**src/design/slm_pkg.sv**
```systemverilog
// ----------------------------------------------------------------------------
// slm_pkg
// Shared types for the sorted list merge block: request actions and the
// sequencer states.
// ----------------------------------------------------------------------------
package slm_pkg;

	// Action carried by a request
	typedef enum logic [1:0] {
		ACT_LOAD  = 2'd0,
		ACT_MERGE = 2'd1,
		ACT_READ  = 2'd2,
		ACT_CLEAR = 2'd3
	} action_t;

	// Sequencer states
	typedef enum logic [1:0] {
		ST_IDLE,
		ST_MERGE,
		ST_READ,
		ST_READ_EMPTY
	} state_t;

endpackage

```
**src/design/slm_cmd_if.sv**
```systemverilog
// ----------------------------------------------------------------------------
// slm_cmd_if
// Request channel of the sorted list merge block: action and load value.
// ----------------------------------------------------------------------------
interface slm_cmd_if;
	logic             valid;
	logic             ready;
	slm_pkg::action_t action;
	logic [15:0]      value;

	modport source (output valid, action, value, input ready);
	modport sink   (input valid, action, value, output ready);
endinterface

```
**src/design/slm_res_if.sv**
```systemverilog
// ----------------------------------------------------------------------------
// slm_res_if
// Result channel of the sorted list merge block: one accumulator element
// per result with its flags.
// ----------------------------------------------------------------------------
interface slm_res_if;
	logic        valid;
	logic        ready;
	logic [15:0] element;
	logic        last;
	logic        empty_res;
	logic        overflow;

	modport source (output valid, element, last, empty_res, overflow, input ready);
	modport sink   (input valid, element, last, empty_res, overflow, output ready);
endinterface

```
**src/design/sorted_list_merge.sv**
```systemverilog
// ----------------------------------------------------------------------------
// sorted_list_merge
// Keeps an incoming list and an accumulator list of 16-bit values in two
// single-port-write memories and merges the first into the second in place.
// ----------------------------------------------------------------------------
// A load request appends its value to the incoming list; a full list drops
// the value and sets the sticky overflow flag. A clear request empties both
// lists and drops the flag. A merge request first fetches both tails and then
// places one element at a time, walking from the back of the accumulator,
// and it stops as soon as the incoming list is used up, since the remaining
// accumulator entries are then already in place. The single write port of the
// accumulator memory sets that pace. A merge that would not fit leaves both
// lists alone and sets the overflow flag. A read request streams the
// accumulator out in ascending order, one result per cycle while the sink
// keeps ready high; an empty accumulator gives a single result with
// empty_res and last set. New requests are taken only between these
// operations, but a finished result may still sit in the output register
// while the next request is taken. Both memories start undefined; only
// entries below the counts are ever read, so no clearing pass is needed.
// ----------------------------------------------------------------------------
module sorted_list_merge #(
	parameter int IN_DEPTH  = 32,
	parameter int ACC_DEPTH = 64
) (
	input  logic            clk,
	input  logic            arst_n,
	slm_cmd_if.sink         cmd,
	slm_res_if.source       res
);

	localparam int IN_AW  = (IN_DEPTH > 1) ? $clog2(IN_DEPTH) : 1;
	localparam int ACC_AW = (ACC_DEPTH > 1) ? $clog2(ACC_DEPTH) : 1;
	localparam int IN_CW  = $clog2(IN_DEPTH + 1);
	localparam int ACC_CW = $clog2(ACC_DEPTH + 1);
	localparam int SUM_W  = ((IN_CW > ACC_CW) ? IN_CW : ACC_CW) + 1;

	// Sequencer and list bookkeeping
	slm_pkg::state_t     state_q, state_d;
	logic [IN_CW-1:0]    in_cnt_q;
	logic [ACC_CW-1:0]   acc_cnt_q;
	logic                ovf_q;

	// Merge walk: elements left in each list and the next free slot
	logic [IN_CW-1:0]    a_rem_q;
	logic [ACC_CW-1:0]   b_rem_q;
	logic [ACC_AW-1:0]   dst_q;

	// Read-out walk: next index to fetch, and the fetched element stage
	logic [ACC_CW-1:0]   rd_k_q;
	logic                s1_valid;
	logic                s1_last;

	// Output register
	logic                res_valid_q;
	logic [15:0]         res_element_q;
	logic                res_last_q;
	logic                res_empty_q;
	logic                res_ovf_q;

	// Memories and their ports
	logic [15:0]         in_mem  [IN_DEPTH];
	logic [15:0]         acc_mem [ACC_DEPTH];
	logic                in_we, in_re, acc_we, acc_re;
	logic [IN_AW-1:0]    in_waddr, in_raddr;
	logic [ACC_AW-1:0]   acc_waddr, acc_raddr;
	logic [15:0]         acc_wdata;
	logic [15:0]         in_rdata_q, acc_rdata_q;

	// Decoded control
	logic                accept;
	logic                is_load, is_merge, is_read, is_clear;
	logic                in_full;
	logic [SUM_W-1:0]    merge_sum;
	logic                merge_fits;
	logic                merge_go;
	logic                take_in;
	logic                mrg_active;
	logic                mrg_done;
	logic                out_free;
	logic                move;
	logic                issue;
	logic                rd_end;
	logic                empty_load;

	// ------------------------------------------------------------------------
	// Request decode and walk conditions
	// ------------------------------------------------------------------------
	assign accept   = cmd.valid && cmd.ready;
	assign is_load  = (cmd.action == slm_pkg::ACT_LOAD);
	assign is_merge = (cmd.action == slm_pkg::ACT_MERGE);
	assign is_read  = (cmd.action == slm_pkg::ACT_READ);
	assign is_clear = (cmd.action == slm_pkg::ACT_CLEAR);

	assign in_full    = (in_cnt_q == IN_CW'(IN_DEPTH));
	assign merge_sum  = SUM_W'(in_cnt_q) + SUM_W'(acc_cnt_q);
	assign merge_fits = (merge_sum <= SUM_W'(ACC_DEPTH));
	// an empty incoming list leaves everything as it is
	assign merge_go   = accept && is_merge && merge_fits && (in_cnt_q != '0);

	// Tail compare: a tie keeps the accumulator's element
	assign mrg_active = (state_q == slm_pkg::ST_MERGE);
	assign take_in    = (b_rem_q == '0) || (in_rdata_q > acc_rdata_q);
	assign mrg_done   = mrg_active && take_in && (a_rem_q == IN_CW'(1));

	// Read-out: fetch into stage 1, then move into the output register
	assign out_free   = !res_valid_q || res.ready;
	assign move       = s1_valid && out_free;
	assign issue      = (state_q == slm_pkg::ST_READ) && (!s1_valid || out_free) &&
	                    (rd_k_q != acc_cnt_q);
	assign rd_end     = (state_q == slm_pkg::ST_READ) && (rd_k_q == acc_cnt_q) && !s1_valid;
	assign empty_load = (state_q == slm_pkg::ST_READ_EMPTY) && out_free;

	// ------------------------------------------------------------------------
	// Next state
	// ------------------------------------------------------------------------
	always_comb begin
		state_d = state_q;
		case (state_q)
			slm_pkg::ST_IDLE: begin
				if (merge_go) begin
					state_d = slm_pkg::ST_MERGE;
				end else if (accept && is_read) begin
					state_d = (acc_cnt_q == '0) ? slm_pkg::ST_READ_EMPTY : slm_pkg::ST_READ;
				end
			end
			slm_pkg::ST_MERGE: begin
				if (mrg_done) begin
					state_d = slm_pkg::ST_IDLE;
				end
			end
			slm_pkg::ST_READ: begin
				if (rd_end) begin
					state_d = slm_pkg::ST_IDLE;
				end
			end
			slm_pkg::ST_READ_EMPTY: begin
				if (out_free) begin
					state_d = slm_pkg::ST_IDLE;
				end
			end
			default: state_d = slm_pkg::ST_IDLE;
		endcase
	end

	// ------------------------------------------------------------------------
	// Outputs of the sequencer: handshake and memory ports
	// ------------------------------------------------------------------------
	always_comb begin
		cmd.ready = (state_q == slm_pkg::ST_IDLE);

		// append a loaded value unless the list is full
		in_we    = accept && is_load && !in_full;
		in_waddr = in_cnt_q[IN_AW-1:0];

		// fetch the incoming tail at the start, then step back on each take
		in_re    = 1'b0;
		in_raddr = '0;
		if (merge_go) begin
			in_re    = 1'b1;
			in_raddr = IN_AW'(in_cnt_q - IN_CW'(1));
		end else if (mrg_active && take_in && (a_rem_q > IN_CW'(1))) begin
			in_re    = 1'b1;
			in_raddr = IN_AW'(a_rem_q - IN_CW'(2));
		end

		// the accumulator read port serves both the merge and the read-out
		acc_re    = 1'b0;
		acc_raddr = '0;
		if (merge_go) begin
			acc_re    = 1'b1;
			acc_raddr = ACC_AW'(acc_cnt_q - ACC_CW'(1));
		end else if (mrg_active && !take_in && (b_rem_q > ACC_CW'(1))) begin
			acc_re    = 1'b1;
			acc_raddr = ACC_AW'(b_rem_q - ACC_CW'(2));
		end else if (issue) begin
			acc_re    = 1'b1;
			acc_raddr = rd_k_q[ACC_AW-1:0];
		end

		// place the larger tail at the highest free slot; it never hits
		// the entry being fetched, which lies below it
		acc_we    = mrg_active;
		acc_waddr = dst_q;
		acc_wdata = take_in ? in_rdata_q : acc_rdata_q;

		res.valid     = res_valid_q;
		res.element   = res_element_q;
		res.last      = res_last_q;
		res.empty_res = res_empty_q;
		res.overflow  = res_ovf_q;
	end

	// ------------------------------------------------------------------------
	// Control registers
	// ------------------------------------------------------------------------
	always_ff @(posedge clk or negedge arst_n) begin
		if (!arst_n) begin
			state_q     <= slm_pkg::ST_IDLE;
			in_cnt_q    <= '0;
			acc_cnt_q   <= '0;
			ovf_q       <= 1'b0;
			a_rem_q     <= '0;
			b_rem_q     <= '0;
			dst_q       <= '0;
			rd_k_q      <= '0;
			s1_valid    <= 1'b0;
			res_valid_q <= 1'b0;
		end else begin
			state_q <= state_d;

			if (accept) begin
				if (is_load) begin
					if (in_full) begin
						ovf_q <= 1'b1;
					end else begin
						in_cnt_q <= in_cnt_q + IN_CW'(1);
					end
				end
				if (is_merge && !merge_fits) begin
					ovf_q <= 1'b1;
				end
				if (is_read) begin
					rd_k_q <= '0;
				end
				if (is_clear) begin
					in_cnt_q  <= '0;
					acc_cnt_q <= '0;
					ovf_q     <= 1'b0;
				end
			end

			if (merge_go) begin
				a_rem_q <= in_cnt_q;
				b_rem_q <= acc_cnt_q;
				dst_q   <= ACC_AW'(merge_sum - SUM_W'(1));
			end else if (mrg_active) begin
				if (take_in) begin
					a_rem_q <= a_rem_q - IN_CW'(1);
				end else begin
					b_rem_q <= b_rem_q - ACC_CW'(1);
				end
				dst_q <= dst_q - ACC_AW'(1);
			end

			// commit the merge: incoming list empties into the accumulator
			if (mrg_done) begin
				acc_cnt_q <= acc_cnt_q + ACC_CW'(in_cnt_q);
				in_cnt_q  <= '0;
			end

			if (issue) begin
				rd_k_q <= rd_k_q + ACC_CW'(1);
			end

			if (issue) begin
				s1_valid <= 1'b1;
			end else if (move) begin
				s1_valid <= 1'b0;
			end

			if (move || empty_load) begin
				res_valid_q <= 1'b1;
			end else if (res.ready) begin
				res_valid_q <= 1'b0;
			end
		end
	end

	// ------------------------------------------------------------------------
	// Payload registers
	// ------------------------------------------------------------------------
	always_ff @(posedge clk) begin
		if (issue) begin
			s1_last <= ((rd_k_q + ACC_CW'(1)) == acc_cnt_q);
		end
		if (move) begin
			res_element_q <= acc_rdata_q;
			res_last_q    <= s1_last;
			res_empty_q   <= 1'b0;
			res_ovf_q     <= ovf_q;
		end else if (empty_load) begin
			res_element_q <= '0;
			res_last_q    <= 1'b1;
			res_empty_q   <= 1'b1;
			res_ovf_q     <= ovf_q;
		end
	end

	// ------------------------------------------------------------------------
	// Memories: one write and one registered read per cycle; read data holds
	// while no read is enabled, so it serves as the current tail
	// ------------------------------------------------------------------------
	always_ff @(posedge clk) begin
		if (in_we) begin
			in_mem[in_waddr] <= cmd.value;
		end
		if (in_re) begin
			in_rdata_q <= in_mem[in_raddr];
		end
	end

	always_ff @(posedge clk) begin
		if (acc_we) begin
			acc_mem[acc_waddr] <= acc_wdata;
		end
		if (acc_re) begin
			acc_rdata_q <= acc_mem[acc_raddr];
		end
	end

	// ------------------------------------------------------------------------
	// Assertions
	// ------------------------------------------------------------------------
	a_merge_has_incoming: assert property (@(posedge clk) disable iff (!arst_n)
		mrg_active |-> (a_rem_q != '0))
		else $error("merge running with no incoming element left");

	a_stage_only_in_read: assert property (@(posedge clk) disable iff (!arst_n)
		s1_valid |-> (state_q == slm_pkg::ST_READ))
		else $error("fetched element outside read-out");

	a_acc_count_bound: assert property (@(posedge clk) disable iff (!arst_n)
		acc_cnt_q <= ACC_CW'(ACC_DEPTH))
		else $error("accumulator count beyond depth");

	a_in_count_bound: assert property (@(posedge clk) disable iff (!arst_n)
		in_cnt_q <= IN_CW'(IN_DEPTH))
		else $error("incoming count beyond depth");

	a_merge_commit: assert property (@(posedge clk) disable iff (!arst_n)
		mrg_done |=> (in_cnt_q == '0) && (state_q == slm_pkg::ST_IDLE))
		else $error("merge finished without emptying the incoming list");

endmodule
```
**src/flat_wrapper.sv**
```systemverilog
// flat-port wrapper written by rule: the top's interface ports become plain ports
module sorted_list_merge_flat 
#(
	parameter int IN_DEPTH  = 32,
	parameter int ACC_DEPTH = 64
)
  (clk, arst_n, cmd_valid, cmd_action, cmd_value, cmd_ready, res_valid, res_element, res_last, res_empty_res, res_overflow, res_ready);
  slm_cmd_if cmd_i ();
  slm_res_if res_i ();
  input  logic clk;
  input  logic arst_n;
  input wire logic [$bits(cmd_i.valid)-1:0] cmd_valid;
  input wire logic [$bits(cmd_i.action)-1:0] cmd_action;
  input wire logic [$bits(cmd_i.value)-1:0] cmd_value;
  output wire logic [$bits(cmd_i.ready)-1:0] cmd_ready;
  output wire logic [$bits(res_i.valid)-1:0] res_valid;
  output wire logic [$bits(res_i.element)-1:0] res_element;
  output wire logic [$bits(res_i.last)-1:0] res_last;
  output wire logic [$bits(res_i.empty_res)-1:0] res_empty_res;
  output wire logic [$bits(res_i.overflow)-1:0] res_overflow;
  input wire logic [$bits(res_i.ready)-1:0] res_ready;
  assign cmd_i.valid = cmd_valid;
  assign cmd_i.action = cmd_action;
  assign cmd_i.value = cmd_value;
  assign cmd_ready = cmd_i.ready;
  assign res_valid = res_i.valid;
  assign res_element = res_i.element;
  assign res_last = res_i.last;
  assign res_empty_res = res_i.empty_res;
  assign res_overflow = res_i.overflow;
  assign res_i.ready = res_ready;
  sorted_list_merge #(.IN_DEPTH(IN_DEPTH), .ACC_DEPTH(ACC_DEPTH)) u_core (.clk(clk), .arst_n(arst_n), .cmd(cmd_i), .res(res_i));
endmodule
```
**config.mk**
```make
export PLATFORM = sky130hd
export DESIGN_NAME = sorted_list_merge_flat
export DESIGN_NICKNAME = d
export VERILOG_FILES = /design/src/design/slm_pkg.sv /design/src/design/slm_cmd_if.sv /design/src/design/slm_res_if.sv /design/src/design/sorted_list_merge.sv /design/src/flat_wrapper.sv
export SDC_FILE = /design/constraint.sdc
export NUM_CORES = 2
export LEC_CHECK = 0
export BUFFER_PORTS_ARGS = -buffer_cell sky130_fd_sc_hd__buf_2
export CORE_ASPECT_RATIO = 1.1
export CORE_MARGIN = 3
export CORE_UTILIZATION = 30
export CTS_BUF_LIST = sky130_fd_sc_hd__clkbuf_2
export DETAILED_ROUTE_END_ITERATION = 6
export SETUP_SLACK_MARGIN = 0.4
export SLEW_MARGIN = 20
export SYNTH_ARGS = -nofsm -noshare
export SYNTH_HDL_FRONTEND = slang
export SYNTH_SLANG_ARGS = --single-unit
export TNS_END_PERCENT = 5
```
**constraint.sdc**
```tcl
create_clock -name clk -period 8.3 [get_ports clk]
set_input_delay 1.66 -clock clk [delete_from_list [all_inputs] [get_ports clk]]
set_output_delay 1.66 -clock clk [all_outputs]
set_load 0.03 [all_outputs]
```
==> run_results.csv <==
group,metric,value,unit
cells_and_area,drive_gt1_frac,0.208,
floorplan,io_pins,43,
critical_path,path_buf_inv,2,
status,status,"finished, final reports clean",
floorplan,die_x,449,um
synth,synth_edf_count,1587,
clock_tree,postCtsHoldBufs,1,
route,drtAntennaViolNets,0,
placed_design,io_buffer_count,42,
clock_tree,cts_tree,"built",
cells_and_area,final_common_cell,"edfxtp_1",
synth,synth_compound_gate_area_share,0.0490,
global_route,grt_pass1_wl,251000,um
timing,fin_crit_sh,0.773,
floorplan,core,0.214,mm^2
clock_tree,cts_root_buffer,"clkbuf_2",
floorplan,core.rowCount,178,
clock_tree,clock_sinks,1632,
timing,setup_ws,1.88,ns
synth,yosys_register_bits,1632,
floorplan,die_area,0.222,mm^2
floorplan,start_util,0.302,
global_route,grt_pass1_vias,37400,
synth,synth.yosys.seq_area_share,0.752,
placed_design,gp_congestion,0.859,
cells_and_area,postLayoutCellArea,0.0726,mm^2
global_route,grt_overflow,0,
cells_and_area,final_nets,4486,
power,p_total,16.3,mW
critical_path,start_kind,"flop",
route,drt-wirelength-per-cell,22.6,um
global_route,grt_usage,0.150,
critical_path,cp_max_fo,50,
timing,grt_setup_unrepaired,"false",
critical_path,crit_chain,"ha_1, fa_1, xor2_1, nor2_1, mux2_2, a311oi_2, or2_1, buf_4, mux2_8, nand3_1, buf_4, o22ai_1, o21ai_0, nand4_1, or4_1",
synth,async_flop_share,0.0270,
power,cellLeakagePower,23.7,nW
route,route.detailed.drc,0,
global_route,grt_max_degree,106,
timing,finalCriticalPeriod,6.42,ns
route,route.vias.total,38000,
power,max-vdd-ir-drop,128,uV
cells_and_area,area_growth,12.0,%
critical_path,slowest_delay,0.76,ns
synth,postSynthCellCount,4036,
power,power_density,225,mW/mm^2
clock_tree,insertion_delay,1.79,ns
placed_design,pre_cts_ws,1.70,ns
clock_tree,postCtsSetupBuffers,0,
synth,synth.area.mux_share,0.0896,
critical_path,crit_type,"reg -> reg",
timing,hold_ws,0.298,ns
synth,avgSynthCellArea,16.1,um^2
critical_path,cp_slowest_cell,"nand3_1",
floorplan,die_h,494,um
clock_tree,htreeDepth,5,
synth,syn_area,0.0649,mm^2
synth,netlist-cell-type-count,74,
timing,hold_viol,0,
placed_design,dp_hpwl,102000,um
run,cap_violations,0,
timing,slew_viol_final,0,
synth,synth_top_family_by_area,"multiplexers",
clock_tree,cts.clk_slew.worst_paths,0.12,ns
synth,synth_flop_cell,"edfxtp_1",
placed_design,place_area,0.0693,mm^2
hold_path,hp-class,"in -> reg",
critical_path,path_delay_family,"simple AND/OR/NAND/NOR gates",
synth,synth_xor_xnor_area_share,0.00621,
critical_path,worstPathRequired,9.78,ns
critical_path,end_kind,"flop",
timing,fmax,156,MHz
clock_tree,cts_max_path_buffers,4,
timing,finalSetupViolCount,0,
cells_and_area,layout_common_cells,"edfxtp_1 (1587), nand2_1 (603), clkbuf_2 (550)",
synth,synthAdderAreaFrac,0.00764,
route,viasPerCell,5.03,
timing,skew,0.211,ns
synth,synth_nets,4097,
clock_tree,ctsResizeCount,0,
route,firstDrtPassIters,7,
synth,ys_warn_count,0,
critical_path,cpMostUsedCell,"buf_4",
route,drt_wl_total,171000,um
timing,maxSlewHeadroom,0.241,
timing,tightest_slew,1.14,ns
critical_path,cp.arrival,7.90,ns
clock_tree,cts_buffers,400,
global_route,antenna_found_initial,8,
timing,setup_tns,0,ns
route,drt_iter0_drc,3908,
synth,yosys.area_share.simple,0.0790,
==> report_power, final <==
part | total [mW] | leakage [nW] | internal, mW | switching, mW
combinational | 1.80 | 6.32 | 0.492 | 1.31
clock | 5.02 | 2.52 | 1.94 | 3.08
sequential | 9.50 | 14.8 | 9.44 | 0.0584
==> state kept, by name (all words and copies together) (netlist names), 2 cells and up <==
register	flops
u_core.acc_waddr	6
u_core.acc_mem	1024
u_core.rd_k_q	7
u_core.b_rem_q	7
u_core.acc_cnt_q	7
u_core.a_rem_q	6
u_core.in_cnt_q	6
u_core.state_q	2
u_core.acc_rdata_q	16
u_core.in_rdata_q	16
u_core.res.element	16
u_core.in_mem	512
==> worst reg2reg max path: cells and delay by family (launching register included) <==
family,cells,cell delay (ns)
DFF,1,0.57
AOI/OAI and AO/OA,3,1.22
adders and majority gates,2,0.72
muxes,2,0.86
and+or+nand+nor,5,2.01
buffers and inverters,2,0.50
xor gates and xnor gates,1,0.38
==> synth_stat cells (40+ instances only) <==
cell type | instances | area share
o22ai_1 | 127 | 0.012
nor2_1 | 155 | 0.0090
nor4_1 | 40 | 0.0039
nand2_1 | 603 | 0.035
nand3_1 | 119 | 0.0092
dfrtp_1 | 44 | 0.017
a21oi_1 | 156 | 0.012
o21ai_0 | 98 | 0.0076
mux2i_1 | 253 | 0.039
nand4_1 | 76 | 0.0073
clkbuf_1 | 148 | 0.0086
edfxtp_1 | 1587 | 0.73
mux4_2 | 137 | 0.048
==> layout make-up <==
class,count,area [um^2]
repair buffers,212,1620
inverters,30,113
fillers,20600,142000
diodes,15,37.5
well taps,2880,3600
clock inverters,86,495
flip-flops and latches,1632,48800
multi-input cells,2149,15200
clock buffers,550,2750
==> path summary, 6_finish.rpt <==
path / start / depth (start not counted) / to / slack, ns
setup reg to reg: u_core.in_cnt_q[0] / 15 / u_core.acc_rdata_q[9] / 1.88
hold reg to reg: u_core.ovf_q / 0 / u_core.res.overflow / 0.46
min in group asynchronous: arst_n / 2 / u_core.rd_k_q[3] / 0.52
setup / recovery: u_core.in_cnt_q[0] / 15 / u_core.acc_rdata_q[9] / 1.88
hold / removal: cmd_action[1] / 2 / u_core.ovf_q / 0.30
max in group asynchronous: arst_n / 2 / u_core.a_rem_q[5] / 7.28
==> metal layers <==
layer,vias to the layer above,global-route usage,share of wire
met5,-,0,0.00019
met2,1641,0.240,0.48
met3,313,0.0301,0.076
met4,6,0.0602,0.031
li1,16700,-,-
met1,19300,0.201,0.41
==> logic make-up (layout without fill, tap and decap cells) <==
logic type               Yosys count  count (layout)
buffers and inverters            255             878
other                              0              15
multiplexers                     407             407
flip-flops                      1632            1632
XOR/XNOR                          46              46
adder cells (fa/ha/maj)           39              39
AO/OA/AOI/OAI                    520             520
AND/OR/NAND/NOR                 1137            1137
==> metrics by stage <==
| stage | std cells | utilization |
|---|---|---|
| floorplan | 4036 | - |
| global route | 7545 | 0.338 |
| detailed placement | 6902 | 0.323 |
| finish | 7554 | 0.339 |
| global placement | 6901 | 0.323 |
| CTS | 7539 | 0.338 |
Note: power is estimated with default switching activity, not from simulation.
